### src/rtl/tbs_pkg.sv
// Package for the temperature batch statistics block.
// Types, widths, codes and helper functions shared by all rtl files.
`default_nettype none
package tbs_pkg;

    localparam int SAMPLE_BITS  = 12;
    localparam int MAX_READINGS = 1024;
    localparam int CNT_W        = 11;
    localparam int IDX_W        = 10;
    localparam int SUM_W        = 22;
    localparam int ALU_W        = SUM_W + 1;
    localparam int DIV_STEPS    = SUM_W;
    localparam int DIV_CNT_W    = $clog2(DIV_STEPS);
    localparam int CFG_IDX_W    = 4;

    localparam logic [CNT_W-1:0]     CNT_MAX  = CNT_W'(MAX_READINGS);
    localparam logic [IDX_W-1:0]     IDX_MAX  = IDX_W'(MAX_READINGS - 1);
    localparam logic [DIV_CNT_W-1:0] DIV_LAST = DIV_CNT_W'(DIV_STEPS - 1);

    // configuration register indexes
    localparam logic [CFG_IDX_W-1:0] CFG_ALERT_THRESHOLD = CFG_IDX_W'(0);
    localparam logic [CFG_IDX_W-1:0] CFG_NORMAL_LIMIT    = CFG_IDX_W'(1);
    localparam logic [CFG_IDX_W-1:0] CFG_WARNING_LIMIT   = CFG_IDX_W'(2);
    localparam logic [CFG_IDX_W-1:0] CFG_CRITICAL_LIMIT  = CFG_IDX_W'(3);

    localparam logic signed [SAMPLE_BITS-1:0] RST_ALERT_THRESHOLD = SAMPLE_BITS'(720);
    localparam logic signed [SAMPLE_BITS-1:0] RST_NORMAL_LIMIT    = SAMPLE_BITS'(464);
    localparam logic signed [SAMPLE_BITS-1:0] RST_WARNING_LIMIT   = SAMPLE_BITS'(704);
    localparam logic signed [SAMPLE_BITS-1:0] RST_CRITICAL_LIMIT  = SAMPLE_BITS'(944);

    typedef struct packed {
        logic signed [SAMPLE_BITS-1:0] reading;
        logic                          last;
    } t_in;

    typedef struct packed {
        logic [CNT_W-1:0]              error_total;
        logic [CNT_W-1:0]              valid_total;
        logic                          alert_seen;
        logic [IDX_W-1:0]              alert_position;
        logic signed [SAMPLE_BITS-1:0] alert_value;
        logic [CNT_W-1:0]              lowest;
        logic [CNT_W-1:0]              highest;
        logic [CNT_W-1:0]              mean;
        logic [CNT_W-1:0]              normal_total;
        logic [CNT_W-1:0]              warning_total;
        logic [CNT_W-1:0]              critical_total;
        logic [CNT_W-1:0]              shutdown_total;
    } t_out;

    typedef struct packed {
        logic signed [SAMPLE_BITS-1:0] alert_threshold;
        logic signed [SAMPLE_BITS-1:0] normal_limit;
        logic signed [SAMPLE_BITS-1:0] warning_limit;
        logic signed [SAMPLE_BITS-1:0] critical_limit;
    } t_limits;

    typedef enum logic {
        ALU_ADD,
        ALU_SUB
    } t_alu_op;

    typedef struct packed {
        t_alu_op          op;
        logic [ALU_W-1:0] a;
        logic [ALU_W-1:0] b;
    } t_alu_req;

    typedef struct packed {
        logic idle;
        logic done;
    } t_core_stat;

    typedef enum logic [3:0] {
        ST_IDLE,
        ST_ALERT,
        ST_MIN,
        ST_MAX,
        ST_SUM,
        ST_NORM,
        ST_WARN,
        ST_CRIT,
        ST_PREP,
        ST_DIV,
        ST_FIN
    } t_state;

    function automatic logic [ALU_W-1:0] sext(input logic signed [SAMPLE_BITS-1:0] v);
        return {{(ALU_W - SAMPLE_BITS){v[SAMPLE_BITS-1]}}, v};
    endfunction

    function automatic logic [CNT_W-1:0] sat_inc(input logic [CNT_W-1:0] c);
        return (c < CNT_MAX) ? c + CNT_W'(1) : c;
    endfunction

endpackage
`default_nettype wire

### src/rtl/temperature_batch_statistics.sv
// Top level of the temperature batch statistics block: configuration
// registers, output register and the sequencer core. Uses tbs_pkg, tbs_core.
//
//  channel   direction  handshake                  word
//  input     in         i_valid / o_ready          i_data   (t_in)
//  result    out        o_valid / i_ready          o_data   (t_out)
//  config    in         i_cfg_valid / o_cfg_ready  i_cfg_index, i_cfg_data
//
// A negative word ends after the alert check; others pass min, max, sum and
// normal, then warning and critical while above the limit checked before.
// The shared add/subtract unit does one compare or add per cycle. A last word
// then goes through prep, the divider if any reading was valid, and finish.
// Reset is synchronous and active low; it restores the register defaults and
// clears the batch. A pending result holds in the output register while the
// core works on the next word; the core stalls at batch end only if that
// register is still full.
`default_nettype none
module temperature_batch_statistics (
    input  var logic                               i_clk,
    input  var logic                               i_rst_n,
    input  var logic                               i_valid,
    output logic                                   o_ready,
    input  var tbs_pkg::t_in                       i_data,
    output logic                                   o_valid,
    input  var logic                               i_ready,
    output tbs_pkg::t_out                          o_data,
    input  var logic                               i_cfg_valid,
    output logic                                   o_cfg_ready,
    input  var logic [tbs_pkg::CFG_IDX_W-1:0]      i_cfg_index,
    input  var logic [tbs_pkg::SAMPLE_BITS-1:0]    i_cfg_data
);
    import tbs_pkg::*;

    t_limits    r_lim;
    t_core_stat stat;
    t_out       result;
    t_out       r_out;
    logic       r_out_valid;
    logic       out_free;

    assign o_cfg_ready = 1'b1;

    always_ff @(posedge i_clk) begin
        if (!i_rst_n) begin
            r_lim.alert_threshold <= RST_ALERT_THRESHOLD;
            r_lim.normal_limit    <= RST_NORMAL_LIMIT;
            r_lim.warning_limit   <= RST_WARNING_LIMIT;
            r_lim.critical_limit  <= RST_CRITICAL_LIMIT;
        end else if (i_cfg_valid) begin
            // drop writes to unknown indexes
            unique case (i_cfg_index)
                CFG_ALERT_THRESHOLD: r_lim.alert_threshold <= i_cfg_data;
                CFG_NORMAL_LIMIT:    r_lim.normal_limit    <= i_cfg_data;
                CFG_WARNING_LIMIT:   r_lim.warning_limit   <= i_cfg_data;
                CFG_CRITICAL_LIMIT:  r_lim.critical_limit  <= i_cfg_data;
                default: ;
            endcase
        end
    end

    assign out_free = !r_out_valid || i_ready;
    assign o_ready  = stat.idle;

    tbs_core u_core (
        .i_clk      (i_clk),
        .i_rst_n    (i_rst_n),
        .i_start    (i_valid && stat.idle),
        .i_word     (i_data),
        .i_lim      (r_lim),
        .i_out_free (out_free),
        .o_stat     (stat),
        .o_result   (result)
    );

    always_ff @(posedge i_clk) begin
        if (!i_rst_n) begin
            r_out_valid <= 1'b0;
        end else if (stat.done) begin
            r_out_valid <= 1'b1;
        end else if (i_ready) begin
            r_out_valid <= 1'b0;
        end
    end

    always_ff @(posedge i_clk) begin
        if (stat.done) begin
            r_out <= result;
        end
    end

    assign o_valid = r_out_valid;
    assign o_data  = r_out;

    a_busy_after_accept: assert property (@(posedge i_clk) disable iff (!i_rst_n)
        i_valid && o_ready |=> !o_ready)
        else $error("core ready right after taking a word");

    a_empty_batch_zero: assert property (@(posedge i_clk) disable iff (!i_rst_n)
        o_valid && o_data.valid_total == '0 |->
            o_data.lowest == '0 && o_data.highest == '0 && o_data.mean == '0)
        else $error("nonzero statistics for a batch with no valid readings");

    a_mean_in_range: assert property (@(posedge i_clk) disable iff (!i_rst_n)
        o_valid && o_data.valid_total != '0 |->
            o_data.lowest <= o_data.mean && o_data.mean <= o_data.highest)
        else $error("mean outside the min to max range");

    a_no_alert_zero: assert property (@(posedge i_clk) disable iff (!i_rst_n)
        o_valid && !o_data.alert_seen |->
            o_data.alert_position == '0 && o_data.alert_value == '0)
        else $error("alert fields set without an alert");

endmodule
`default_nettype wire

### src/rtl/tbs_alu.sv
// Shared add/subtract unit; the sign of its result serves as the compare flag.
// Depends on tbs_pkg.
`default_nettype none
module tbs_alu (
    input  var tbs_pkg::t_alu_req         i_req,
    output logic [tbs_pkg::ALU_W-1:0]     o_res
);
    import tbs_pkg::*;

    always_comb begin
        unique case (i_req.op)
            ALU_ADD: o_res = i_req.a + i_req.b;
            ALU_SUB: o_res = i_req.a - i_req.b;
            default: o_res = i_req.a + i_req.b;
        endcase
    end

endmodule
`default_nettype wire

### src/rtl/tbs_core.sv
// Sequencer and batch state: steps each word through the shared unit, then
// divides the sum by the valid count one quotient bit a cycle. Uses tbs_alu.
`default_nettype none
module tbs_core (
    input  var logic                 i_clk,
    input  var logic                 i_rst_n,
    input  var logic                 i_start,
    input  var tbs_pkg::t_in         i_word,
    input  var tbs_pkg::t_limits     i_lim,
    input  var logic                 i_out_free,
    output tbs_pkg::t_core_stat      o_stat,
    output tbs_pkg::t_out            o_result
);
    import tbs_pkg::*;

    t_state   r_state, n_state;
    t_alu_req alu_req;
    logic [ALU_W-1:0] alu_res;
    logic             alu_neg;

    logic signed [SAMPLE_BITS-1:0] r_rd;
    logic                          r_last;
    logic [CNT_W-1:0]              r_pos;
    logic [CNT_W-1:0]              r_err;
    logic [CNT_W-1:0]              r_valid;
    logic [SUM_W-1:0]              r_sum;
    logic signed [SAMPLE_BITS-1:0] r_min;
    logic signed [SAMPLE_BITS-1:0] r_max;
    logic                          r_alert;
    logic [IDX_W-1:0]              r_alert_idx;
    logic signed [SAMPLE_BITS-1:0] r_alert_val;
    logic [CNT_W-1:0]              r_cat [4];
    logic [SUM_W-1:0]              r_div;
    logic [CNT_W-1:0]              r_rem;
    logic [DIV_CNT_W-1:0]          r_step;

    logic [CNT_W:0] partial;
    t_state         end_state;
    logic           done;

    tbs_alu u_alu (
        .i_req (alu_req),
        .o_res (alu_res)
    );

    assign alu_neg   = alu_res[ALU_W-1];
    assign partial   = {r_rem, r_div[SUM_W-1]};
    assign end_state = r_last ? ST_PREP : ST_IDLE;

    // operand select for the shared unit
    always_comb begin
        alu_req.op = ALU_SUB;
        alu_req.a  = '0;
        alu_req.b  = '0;
        unique case (r_state)
            ST_ALERT: begin
                alu_req.a = sext(r_rd);
                alu_req.b = sext(i_lim.alert_threshold);
            end
            ST_MIN: begin
                alu_req.a = sext(r_rd);
                alu_req.b = sext(r_min);
            end
            ST_MAX: begin
                alu_req.a = sext(r_max);
                alu_req.b = sext(r_rd);
            end
            ST_SUM: begin
                alu_req.op = ALU_ADD;
                alu_req.a  = ALU_W'(r_sum);
                alu_req.b  = sext(r_rd);
            end
            ST_NORM: begin
                alu_req.a = sext(i_lim.normal_limit);
                alu_req.b = sext(r_rd);
            end
            ST_WARN: begin
                alu_req.a = sext(i_lim.warning_limit);
                alu_req.b = sext(r_rd);
            end
            ST_CRIT: begin
                alu_req.a = sext(i_lim.critical_limit);
                alu_req.b = sext(r_rd);
            end
            ST_DIV: begin
                alu_req.a = ALU_W'(partial);
                alu_req.b = ALU_W'(r_valid);
            end
            default: begin
                alu_req.op = ALU_SUB;
            end
        endcase
    end

    always_ff @(posedge i_clk) begin
        if (!i_rst_n) begin
            r_state <= ST_IDLE;
        end else begin
            r_state <= n_state;
        end
    end

    always_comb begin
        n_state = r_state;
        done    = 1'b0;
        unique case (r_state)
            ST_IDLE:  if (i_start) n_state = ST_ALERT;
            ST_ALERT: n_state = r_rd[SAMPLE_BITS-1] ? end_state : ST_MIN;
            ST_MIN:   n_state = ST_MAX;
            ST_MAX:   n_state = ST_SUM;
            ST_SUM:   n_state = ST_NORM;
            ST_NORM:  n_state = alu_neg ? ST_WARN : end_state;
            ST_WARN:  n_state = alu_neg ? ST_CRIT : end_state;
            ST_CRIT:  n_state = end_state;
            ST_PREP:  n_state = (r_valid == '0) ? ST_FIN : ST_DIV;
            ST_DIV:   if (r_step == DIV_LAST) n_state = ST_FIN;
            ST_FIN: begin
                if (i_out_free) begin
                    done    = 1'b1;
                    n_state = ST_IDLE;
                end
            end
            default:  n_state = ST_IDLE;
        endcase
    end

    always_ff @(posedge i_clk) begin
        if (!i_rst_n || done) begin
            r_pos       <= '0;
            r_err       <= '0;
            r_valid     <= '0;
            r_sum       <= '0;
            r_min       <= '0;
            r_max       <= '0;
            r_alert     <= 1'b0;
            r_alert_idx <= '0;
            r_alert_val <= '0;
            for (int k = 0; k < 4; k++) begin
                r_cat[k] <= '0;
            end
        end else begin
            unique case (r_state)
                ST_ALERT: begin
                    if (!r_alert && !alu_neg) begin
                        r_alert     <= 1'b1;
                        r_alert_idx <= (r_pos == CNT_MAX) ? IDX_MAX : r_pos[IDX_W-1:0];
                        r_alert_val <= r_rd;
                    end
                    r_pos <= sat_inc(r_pos);
                    if (r_rd[SAMPLE_BITS-1]) r_err <= sat_inc(r_err);
                end
                ST_MIN: if (r_valid == '0 || alu_neg) r_min <= r_rd;
                ST_MAX: if (r_valid == '0 || alu_neg) r_max <= r_rd;
                ST_SUM: begin
                    // hold sum and count once the count reaches the bound
                    if (r_valid < CNT_MAX) begin
                        r_sum   <= alu_res[SUM_W-1:0];
                        r_valid <= r_valid + CNT_W'(1);
                    end
                end
                ST_NORM: if (!alu_neg) r_cat[0] <= sat_inc(r_cat[0]);
                ST_WARN: if (!alu_neg) r_cat[1] <= sat_inc(r_cat[1]);
                ST_CRIT: begin
                    if (alu_neg) r_cat[3] <= sat_inc(r_cat[3]);
                    else         r_cat[2] <= sat_inc(r_cat[2]);
                end
                default: ;
            endcase
        end
    end

    // payload registers of the word and the divider
    always_ff @(posedge i_clk) begin
        if (r_state == ST_IDLE && i_start) begin
            r_rd   <= i_word.reading;
            r_last <= i_word.last;
        end
        if (r_state == ST_PREP) begin
            r_div  <= r_sum;
            r_rem  <= '0;
            r_step <= '0;
        end else if (r_state == ST_DIV) begin
            // shift in one quotient bit; keep the trial remainder if it fits
            r_rem  <= alu_neg ? partial[CNT_W-1:0] : alu_res[CNT_W-1:0];
            r_div  <= {r_div[SUM_W-2:0], ~alu_neg};
            r_step <= r_step + DIV_CNT_W'(1);
        end
    end

    assign o_stat.idle = (r_state == ST_IDLE);
    assign o_stat.done = done;

    always_comb begin
        o_result.error_total    = r_err;
        o_result.valid_total    = r_valid;
        o_result.alert_seen     = r_alert;
        o_result.alert_position = r_alert_idx;
        o_result.alert_value    = r_alert_val;
        o_result.lowest         = r_min[CNT_W-1:0];
        o_result.highest        = r_max[CNT_W-1:0];
        o_result.mean           = (r_valid == '0) ? '0 : r_div[CNT_W-1:0];
        o_result.normal_total   = r_cat[0];
        o_result.warning_total  = r_cat[1];
        o_result.critical_total = r_cat[2];
        o_result.shutdown_total = r_cat[3];
    end

endmodule
`default_nettype wire
### config.mk
export PLATFORM = sky130hd
export DESIGN_NAME = temperature_batch_statistics
export DESIGN_NICKNAME = d
export VERILOG_FILES = /design/src/rtl/tbs_pkg.sv /design/src/rtl/temperature_batch_statistics.sv /design/src/rtl/tbs_alu.sv /design/src/rtl/tbs_core.sv
export SDC_FILE = /design/constraint.sdc
export NUM_CORES = 1
export LEC_CHECK = 0
export BUFFER_PORTS_ARGS = -buffer_cell sky130_fd_sc_hd__buf_4
export CAP_MARGIN = 20
export CORE_MARGIN = 2
export CORE_UTILIZATION = 59
export CTS_CLUSTER_DIAMETER = 150
export DETAILED_ROUTE_END_ITERATION = 10
export GPL_ROUTABILITY_DRIVEN = 0
export GPL_TIMING_DRIVEN = 1
export HOLD_SLACK_MARGIN = 0.12
export PLACE_DENSITY = 0.8
export SLEW_MARGIN = 20
export SYNTH_ARGS = -nofsm -noshare
export SYNTH_HDL_FRONTEND = slang
export SYNTH_SLANG_ARGS = --single-unit
### constraint.sdc
create_clock -name i_clk -period 6.45 [get_ports i_clk]
set_clock_uncertainty 0.1 [all_clocks]
set_input_delay 0 -clock i_clk [delete_from_list [all_inputs] [get_ports i_clk]]
set_output_delay 0 -clock i_clk [all_outputs]
set_load 0.01 [all_outputs]
==> metrics.md, run 1 <==
| Metric | Value |
|---|---|
| Outcome | `completed` |
| Slew margin rel. | `0.354` |
| Final Instance Area | `0.0194 mm2` |
| Unrepaired setup endpoints after global routing | `no` |
| Worst Max-Slew Pin Slew | `967 ps` |
| Kind of critical path | `flip-flop to flip-flop` |
| Net Count, Synth | `1,577` |
| Cell Pwr Density | `305 mW/mm2` |
| CP Launch Type | `flip-flop` |
| Clk pin slew, worst setup/hold paths | `70 ps` |
| Residual DRC count | `0` |
| Post-DP HPWL | `27,800 um` |
| Buffers on Ports | `157` |
| Largest net degree at the start of global routing | `73` |
| Setup WS pre-CTS | `475 ps` |
| Maximum clock rate | `0.166 GHz` |
| Post-synthesis simple-gate area fraction | `0.170` |
| Final Hold Slack | `158 ps` |
| Critical Path RT | `6710 ps` |
| Latest clock arrival within the worst-skew pair | `530 ps` |
| Post-CTS setup buffer count | `0` |
| CP max-delay cell | `nor4b_1` |
| CTS H-tree depth | `2` |
| Seq/Total Area, Yosys | `0.584` |
| Largest family of logic cells by synthesized area | `simple AND/OR/NAND/NOR gates` |
| Cells on worst reg2reg path | `19` |
| Delay-heaviest family, CP | `simple AND/OR/NAND/NOR gates` |
| CTS tree | `built` |
| Synthesized-area fraction occupied by xor and xnor cells | `0.0464` |
| Final period utilization | `0.931` |
| Final setup vio count | `0` |
| Antenna Nets Post-Route | `0` |
| Syn Area/Cell | `10.7 um2` |
| Final min period | `6010 ps` |
| Yosys cell types | `70` |
| Yosys warnings | `0` |
| Routed WL | `41,500 um` |
| CP cell instances | `buf_4, nor4b_1, or2_2, a222oi_1, nand3_1, ha_1, inv_1, fa_1, nor2b_1, o31a_1, o31a_1, nor3_1, o41ai_1, o22ai_1, xor2_2, buf_4, and2_1, nand2_1, nor2_1` |
| Vias in the first global route | `11,900` |
| CTS Sinks | `372` |
| Detailed Route Iter0 Violations | `1,649` |
| Slowest Stage Delay on Critical Path | `730 ps` |
| Seq cells post-synth | `372` |
| Synth Area in Compound Gates | `0.104` |
| Hold Vio Cnt, Final | `0` |
| Worst Slack Setup Final | `443 ps` |
| Max-slew violations | `0` |
| Post-synthesis adder-cell area fraction | `0.0281` |
| Clk buf depth | `3` |
| Detailed Routing Iterations Pass 1 | `9` |
| Mux contribution to synthesized area | `0.0414` |
| Antenna cells | `0` |
| Fill cells | `1,837` |
| Top_reg_cell synth | `edfxtp_1` |
| Area after DPL | `0.0177 mm2` |
| Core Rows | `60` |
| Initial core utilization | `0.601` |
| Hold crit path type | `input port to flip-flop` |
| Routed vias/inst | `6.08` |
| Leak | `7.26 nW` |
| P&R area growth vs syn | `19.6%` |
| GRT Total Usage | `0.286` |
| Arr. time, crit path | `6270 ps` |
| Ys async rst share | `0` |
| Antenna violations before repair | `0` |
| Setup TNS | `0 ps` |
| Final Util | `0.719` |
| Chip Width | `170 um` |
| CP bufs+invs | `3` |
| Core area | `0.0270 mm2` |
| Gr ovfl total | `0` |
| Routed len/inst | `20.0 um` |
| Height of the die | `170 um` |
| First-pass GRT wire length | `64,500 um` |
| CP Depth | `19` |
| Ports | `159` |
| Max-cap check violation count | `0` |
| Via count | `12,600` |
| Worst setup EP type | `flip-flop` |
| Die footprint | `0.0288 mm2` |
| Layout cells sized above 1 | `0.165` |
| VDD IR max | `0.000222 V` |
| Synth Instances | `1,508` |
| Cts bufs inserted | `37` |
| Hold Path Depth | `5` |
| Clock root buffer | `clkbuf_16` |
| Final net count | `1,776` |
| EDFF count, synth | `201` |
| Syn Std Cell Area | `0.0162 mm2` |
| Critical path fanouts, max | `34` |
==> cells in the final DEF (no fill, tap or decap), types with 38 or more instances in the layout <==
cell / n
buf_4: 182
nand3_1: 61
dlygate4sd3_1: 55
nor2_1: 141
xor2_1: 46
a21oi_1: 74
edfxtp_1: 201
xnor2_1: 38
nand2_1: 236
dfxtp_1: 170
clkbuf_16: 38
mux2i_1: 40
o21ai_0: 42
==> layer usage <==
layer | vias to the layer above | routed length, um | global-route usage | part of all wire
li1 | 5804 | - | - | -
met1 | 6072 | 16400 | 0.382 | 0.39
met2 | 626 | 20000 | 0.471 | 0.48
met3 | 118 | 3690 | 0.0522 | 0.089
met4 | 0 | 1450 | 0.104 | 0.035
met5 | - | 0 | 0 | 0
==> what timing repair did <==
action | CTS | global route
hold buffers | 51 | 4
resized for setup | 0 | 2
hold endpoints to repair | 79 | 4
endpoints found under the setup margin | 0 | 69
==> stage by stage <==
step | cells | power [W]
after detailed placement | 1954 | 0.00388
after CTS | 2072 | 0.00589
after global routing | 2076 | 0.00614
after global placement | 1954 | 0.00384
after floorplan | 1508 | 0.00357
final | 2076 | 0.00591
==> logic make-up (layout without fill, tap and decap cells) <==
| logic type | Yosys count | in the layout |
|---|---|---|
| AOI/OAI and AO/OA | 250 | 250 |
| xor gates and xnor gates | 85 | 85 |
| adders and majority gates | 36 | 36 |
| buffers and inverters | 102 | 329 |
| DFF | 372 | 372 |
| muxes | 64 | 64 |
| other | 1 | 1 |
| and+or+nand+nor | 598 | 598 |
==> where the power goes <==
group	internal, W	switching, W	leakage [nW]
logic	0.000485	0.000690	3.42
clock network	0.00112	0.000893	0.559
registers	0.00261	0.000113	3.28
total	0.00422	0.00170	7.26
==> Yosys cell counts (all sizes together) (38+ instances only) <==
master  count  area share
nand2     237       0.055
nand3      61       0.019
dfxtp     171        0.21
a21oi      74       0.023
xor2       47       0.026
edfxtp    201        0.37
clkbuf     54       0.013
mux2i      40       0.025
o21ai      42       0.013
nor2      141       0.033
xnor2      38       0.021
==> worst paths after layout <==
kind | slack [ps] | to | start
min reg2reg | 330 | o_data[81] | u_core.r_alert_val[4]
max | 440 | u_core.r_cat[2][0] | u_core.r_state[1]
max reg2reg | 440 | u_core.r_cat[2][0] | u_core.r_state[1]
min | 160 | r_lim[2] | i_cfg_valid
==> cell type report <==
class	count	area [um2]	area share
clock buffer	51	1030	0.0531
clock inverter	16	92.6	0.00478
inverter	25	96.3	0.00497
multi-input combinational	1034	6360	0.328
sequential	372	9460	0.488
tap	341	427	0.0220
timing repair buffer	237	1920	0.0989
==> sequential cells by signal, indices dropped and copies added (netlist names) <==
register and count:
u_core.r_alert_val 12, u_core.r_err 11, u_core.r_min 12, u_core.r_cat 44, u_core.r_alert 1, o_data 122, u_core.r_pos 11, u_core.r_alert_idx 10
r_lim 48, u_core.r_rd 12, u_core.r_div 22, u_core.r_step 5, u_core.r_sum 22, u_core.r_max 12, o_valid 1, u_core.r_state 4
u_core.r_rem 11, u_core.r_last 1, u_core.r_valid 11
==> worst reg2reg max path: cells and delay by family (launching register included) <==
kind / cells / cell delay, ps
compound gates: 5 / 1400
buf+inv: 3 / 670
flops: 1 / 350
fa+ha+maj: 2 / 620
xor+xnor: 1 / 180
simple gates: 8 / 2540
(Power assumes the default switching activity.)
==> inputs of run 2 (changes only) <==
--- a/config.mk
+++ b/config.mk
@@ -13,3 +13,2 @@
 export DETAILED_ROUTE_END_ITERATION = 10
-export GPL_ROUTABILITY_DRIVEN = 0
 export GPL_TIMING_DRIVEN = 1
--- a/constraint.sdc
+++ b/constraint.sdc
@@ -4,2 +4,2 @@
 set_output_delay 0 -clock i_clk [all_outputs]
-set_load 0.01 [all_outputs]
+set_load 0.05 [all_outputs]
==> run 2 against run 1 <==
Net effect: global-route usage rose by 0.57 points; total power increased by 2.7%; largest cell class unchanged; largest power group unchanged; clock power increased by 7%.
==> metrics.md, run 2 (synthesized netlist as in run 1, its figures left out) <==
| Metric | Value |
|---|---|
| Buffers on Ports | `157 (unchanged)` |
| Layout Cells excl Fill | `2,077 (+0.048%)` |
| Clk pin slew, worst setup/hold paths | `70 ps (about the same)` |
| Most flop-heavy register | `o_data` |
| CTS H-tree depth | `2 (unchanged)` |
| Clock Power Share | `0.357 (+0.016)` |
| Initial core utilization | `0.601 (unchanged)` |
| Die footprint | `0.0288 mm2 (unchanged)` |
| Top Registers | `o_data x122, r_lim x48, u_core.r_cat x44` |
| Post-DP HPWL | `28,000 um (+0.62%)` |
| Hold Vio Cnt, Final | `0 (unchanged)` |
| CP Launch Type | `flip-flop` |
| Final min period | `6040 ps (+37.0 ps)` |
| CP max-delay cell | `nor4b_1` |
| Sw Ratio | `0.281 (-0.00570)` |
| Reg power frac | `0.448 (-0.012)` |
| P&R area growth vs syn | `20.2%` |
| Height of the die | `170 um (unchanged)` |
| Critical Path RT | `6690 ps (-20 ps)` |
| Most frequent cells in the layout | `nand2_1 (236), edfxtp_1 (201), buf_4 (185)` |
| Via count | `12,400 (-1.4%)` |
| Gr ovfl total | `0 (unchanged)` |
| Largest net degree at the start of global routing | `72 (-1.4%)` |
| CP bufs+invs | `3 (unchanged)` |
| Number of flip-flops in the largest register | `122 (unchanged)` |
| Clock root buffer | `clkbuf_16` |
| Detailed Route Iter0 Violations | `1,497 (-9.2%)` |
| Placed insts | `1,957 (+0.15%)` |
| Max-cap check violation count | `0 (unchanged)` |
| Delay-heaviest family, CP | `simple AND/OR/NAND/NOR gates` |
| Worst Max-Slew Pin Slew | `1070 ps (+108 ps)` |
| VDD IR max | `0.000164 V (-26%)` |
| Cts bufs inserted | `38 (+2.7%)` |
| CTS tree | `built` |
| CTS Sinks | `372 (unchanged)` |
| First-pass GRT wire length | `65,600 um (+1.7%)` |
| Gate power share | `0.195 (-0.004)` |
| Most common cell after layout, fill and taps aside | `nand2_1` |
| CP cell instances | `buf_4, nor4b_1, or2_2, a222oi_1, nand3_1, ha_1, inv_1, fa_1, nor2b_1, o31a_1, o31a_1, nor3_1, o41ai_1, o22ai_1, xor2_2, buf_4, and2_1, nand2_1, nor2_1` |
| Vias in the first global route | `12,000 (+0.36%)` |
| GRT Total Usage | `0.292 (+0.00568)` |
| Kind of critical path | `flip-flop to flip-flop` |
| Clk buf depth | `3 (unchanged)` |
| Slew margin rel. | `0.283 (-0.0709)` |
| Final setup vio count | `0 (unchanged)` |
| Chip Width | `170 um (unchanged)` |
| Slowest Stage Delay on Critical Path | `670 ps (-60 ps)` |
| Maximum clock rate | `0.165 GHz (-0.61%)` |
| Routed WL | `41,800 um (+0.59%)` |
| Antenna violations before repair | `0 (unchanged)` |
| Core area | `0.0270 mm2 (unchanged)` |
| Residual DRC count | `0 (unchanged)` |
| Setup TNS | `0 ps (unchanged)` |
| Worst setup EP type | `flip-flop` |
| Latest clock arrival within the worst-skew pair | `530 ps (about the same)` |
| Sw power | `0.00171 W (+0.68%)` |
| Routed len/inst | `20.1 um (+0.55%)` |
| Routed vias/inst | `5.99 (-1.5%)` |
| Hold crit path type | `input port to flip-flop` |
| Ports | `159 (unchanged)` |
| Final period utilization | `0.937 (+0.00574)` |
| Unrepaired setup endpoints after global routing | `no` |
| Max-slew violations | `0 (unchanged)` |
| Final net count | `1,777 (+0.056%)` |
| Arr. time, crit path | `6280 ps (about the same)` |
| Detailed Routing Iterations Pass 1 | `6 (-3)` |
| Antenna cells | `0 (unchanged)` |
| Outcome | `completed` |
| Final Util | `0.723 (+0.00357)` |
| Cell Pwr Density | `312 mW/mm2 (+2.2%)` |
| Core Rows | `60 (unchanged)` |
| Leak | `7.30 nW (+0.55%)` |
| Antenna Nets Post-Route | `0 (unchanged)` |
| Routability cong. | `0.962` |
| Layout cells sized above 1 | `0.165 (+0.000481)` |
| Internal power | `0.00437 W (+3.5%)` |
| Critical path fanouts, max | `15 (-56%)` |
## run 2: cell count changes in the layout (fill, tap and decap cells not counted), moves of 3 or more
cell / before / now
clkinv_2: 11 / 2
clkbuf_8: 3 / 10
buf_4: 182 / 185
clkbuf_1: 10 / 13
dlygate4sd3_1: 55 / 52
## run 2: worst paths after layout
| path | depth (start not counted) | to | slack, ps | startpoint |
|---|---|---|---|---|
| setup / recovery | 19 | u_core.r_cat[2][3] | 410 | u_core.r_state[0] |
| hold / removal | 2 | u_core.r_rd[3] | 140 | i_data[4] |
| setup reg to reg | 19 | u_core.r_cat[2][3] | 410 | u_core.r_state[0] |
| hold reg to reg | 0 | o_data[82] | 330 | u_core.r_alert_val[5] |
## run 2: layer usage
layer  routed length, um  up-vias  track usage
li1                    -     5798            -
met1               17000     5940        0.395
met2               19600      594        0.474
met3                3450      110       0.0480
met4                1670        0        0.114
met5                   0        -            0
## run 2: what timing repair did
item                       4_1_cts  5_1_grt
setup buffers                    0        0
resized for setup                0        2
setup endpoints to repair        0       66
hold endpoints to repair        79        1
hold buffers                    51        1
## run 2: power groups by stage
stage	clock network [W]	logic, W	registers [W]
global route	0.00227	0.00130	0.00273
floorplan	0	0.000863	0.00272
detailed placement	0	0.00113	0.00277
finish	0.00217	0.00118	0.00272
global placement	0	0.00111	0.00276
CTS	0.00217	0.00116	0.00272
## run 2: through the flow
step | hold WS, ps | power (W) | worst slack [ps] | instance area [um2]
2_1_floorplan | -1.13 | 0.00358 | 1050 | 16200
3_3_place_gp | 79.4 | 0.00387 | 756 | 17700
3_5_place_dp | 80.2 | 0.00389 | 472 | 17700
4_1_cts | 122 | 0.00605 | 386 | 19500
5_1_grt | 137 | 0.00630 | 113 | 19500
6_report | 138 | 0.00608 | 406 | 19500
## run 2: area by class of cell
| class | instances | area [um2] |
|---|---|---|
| clock inverters | 6 | 68.8 |
| repair buffers | 237 | 1910 |
| multi-input cells | 1034 | 6360 |
| fillers | 1833 | 7470 |
| clock buffers | 62 | 1160 |
| flip-flops and latches | 372 | 9460 |
| inverters | 25 | 96.3 |
| well taps | 341 | 427 |
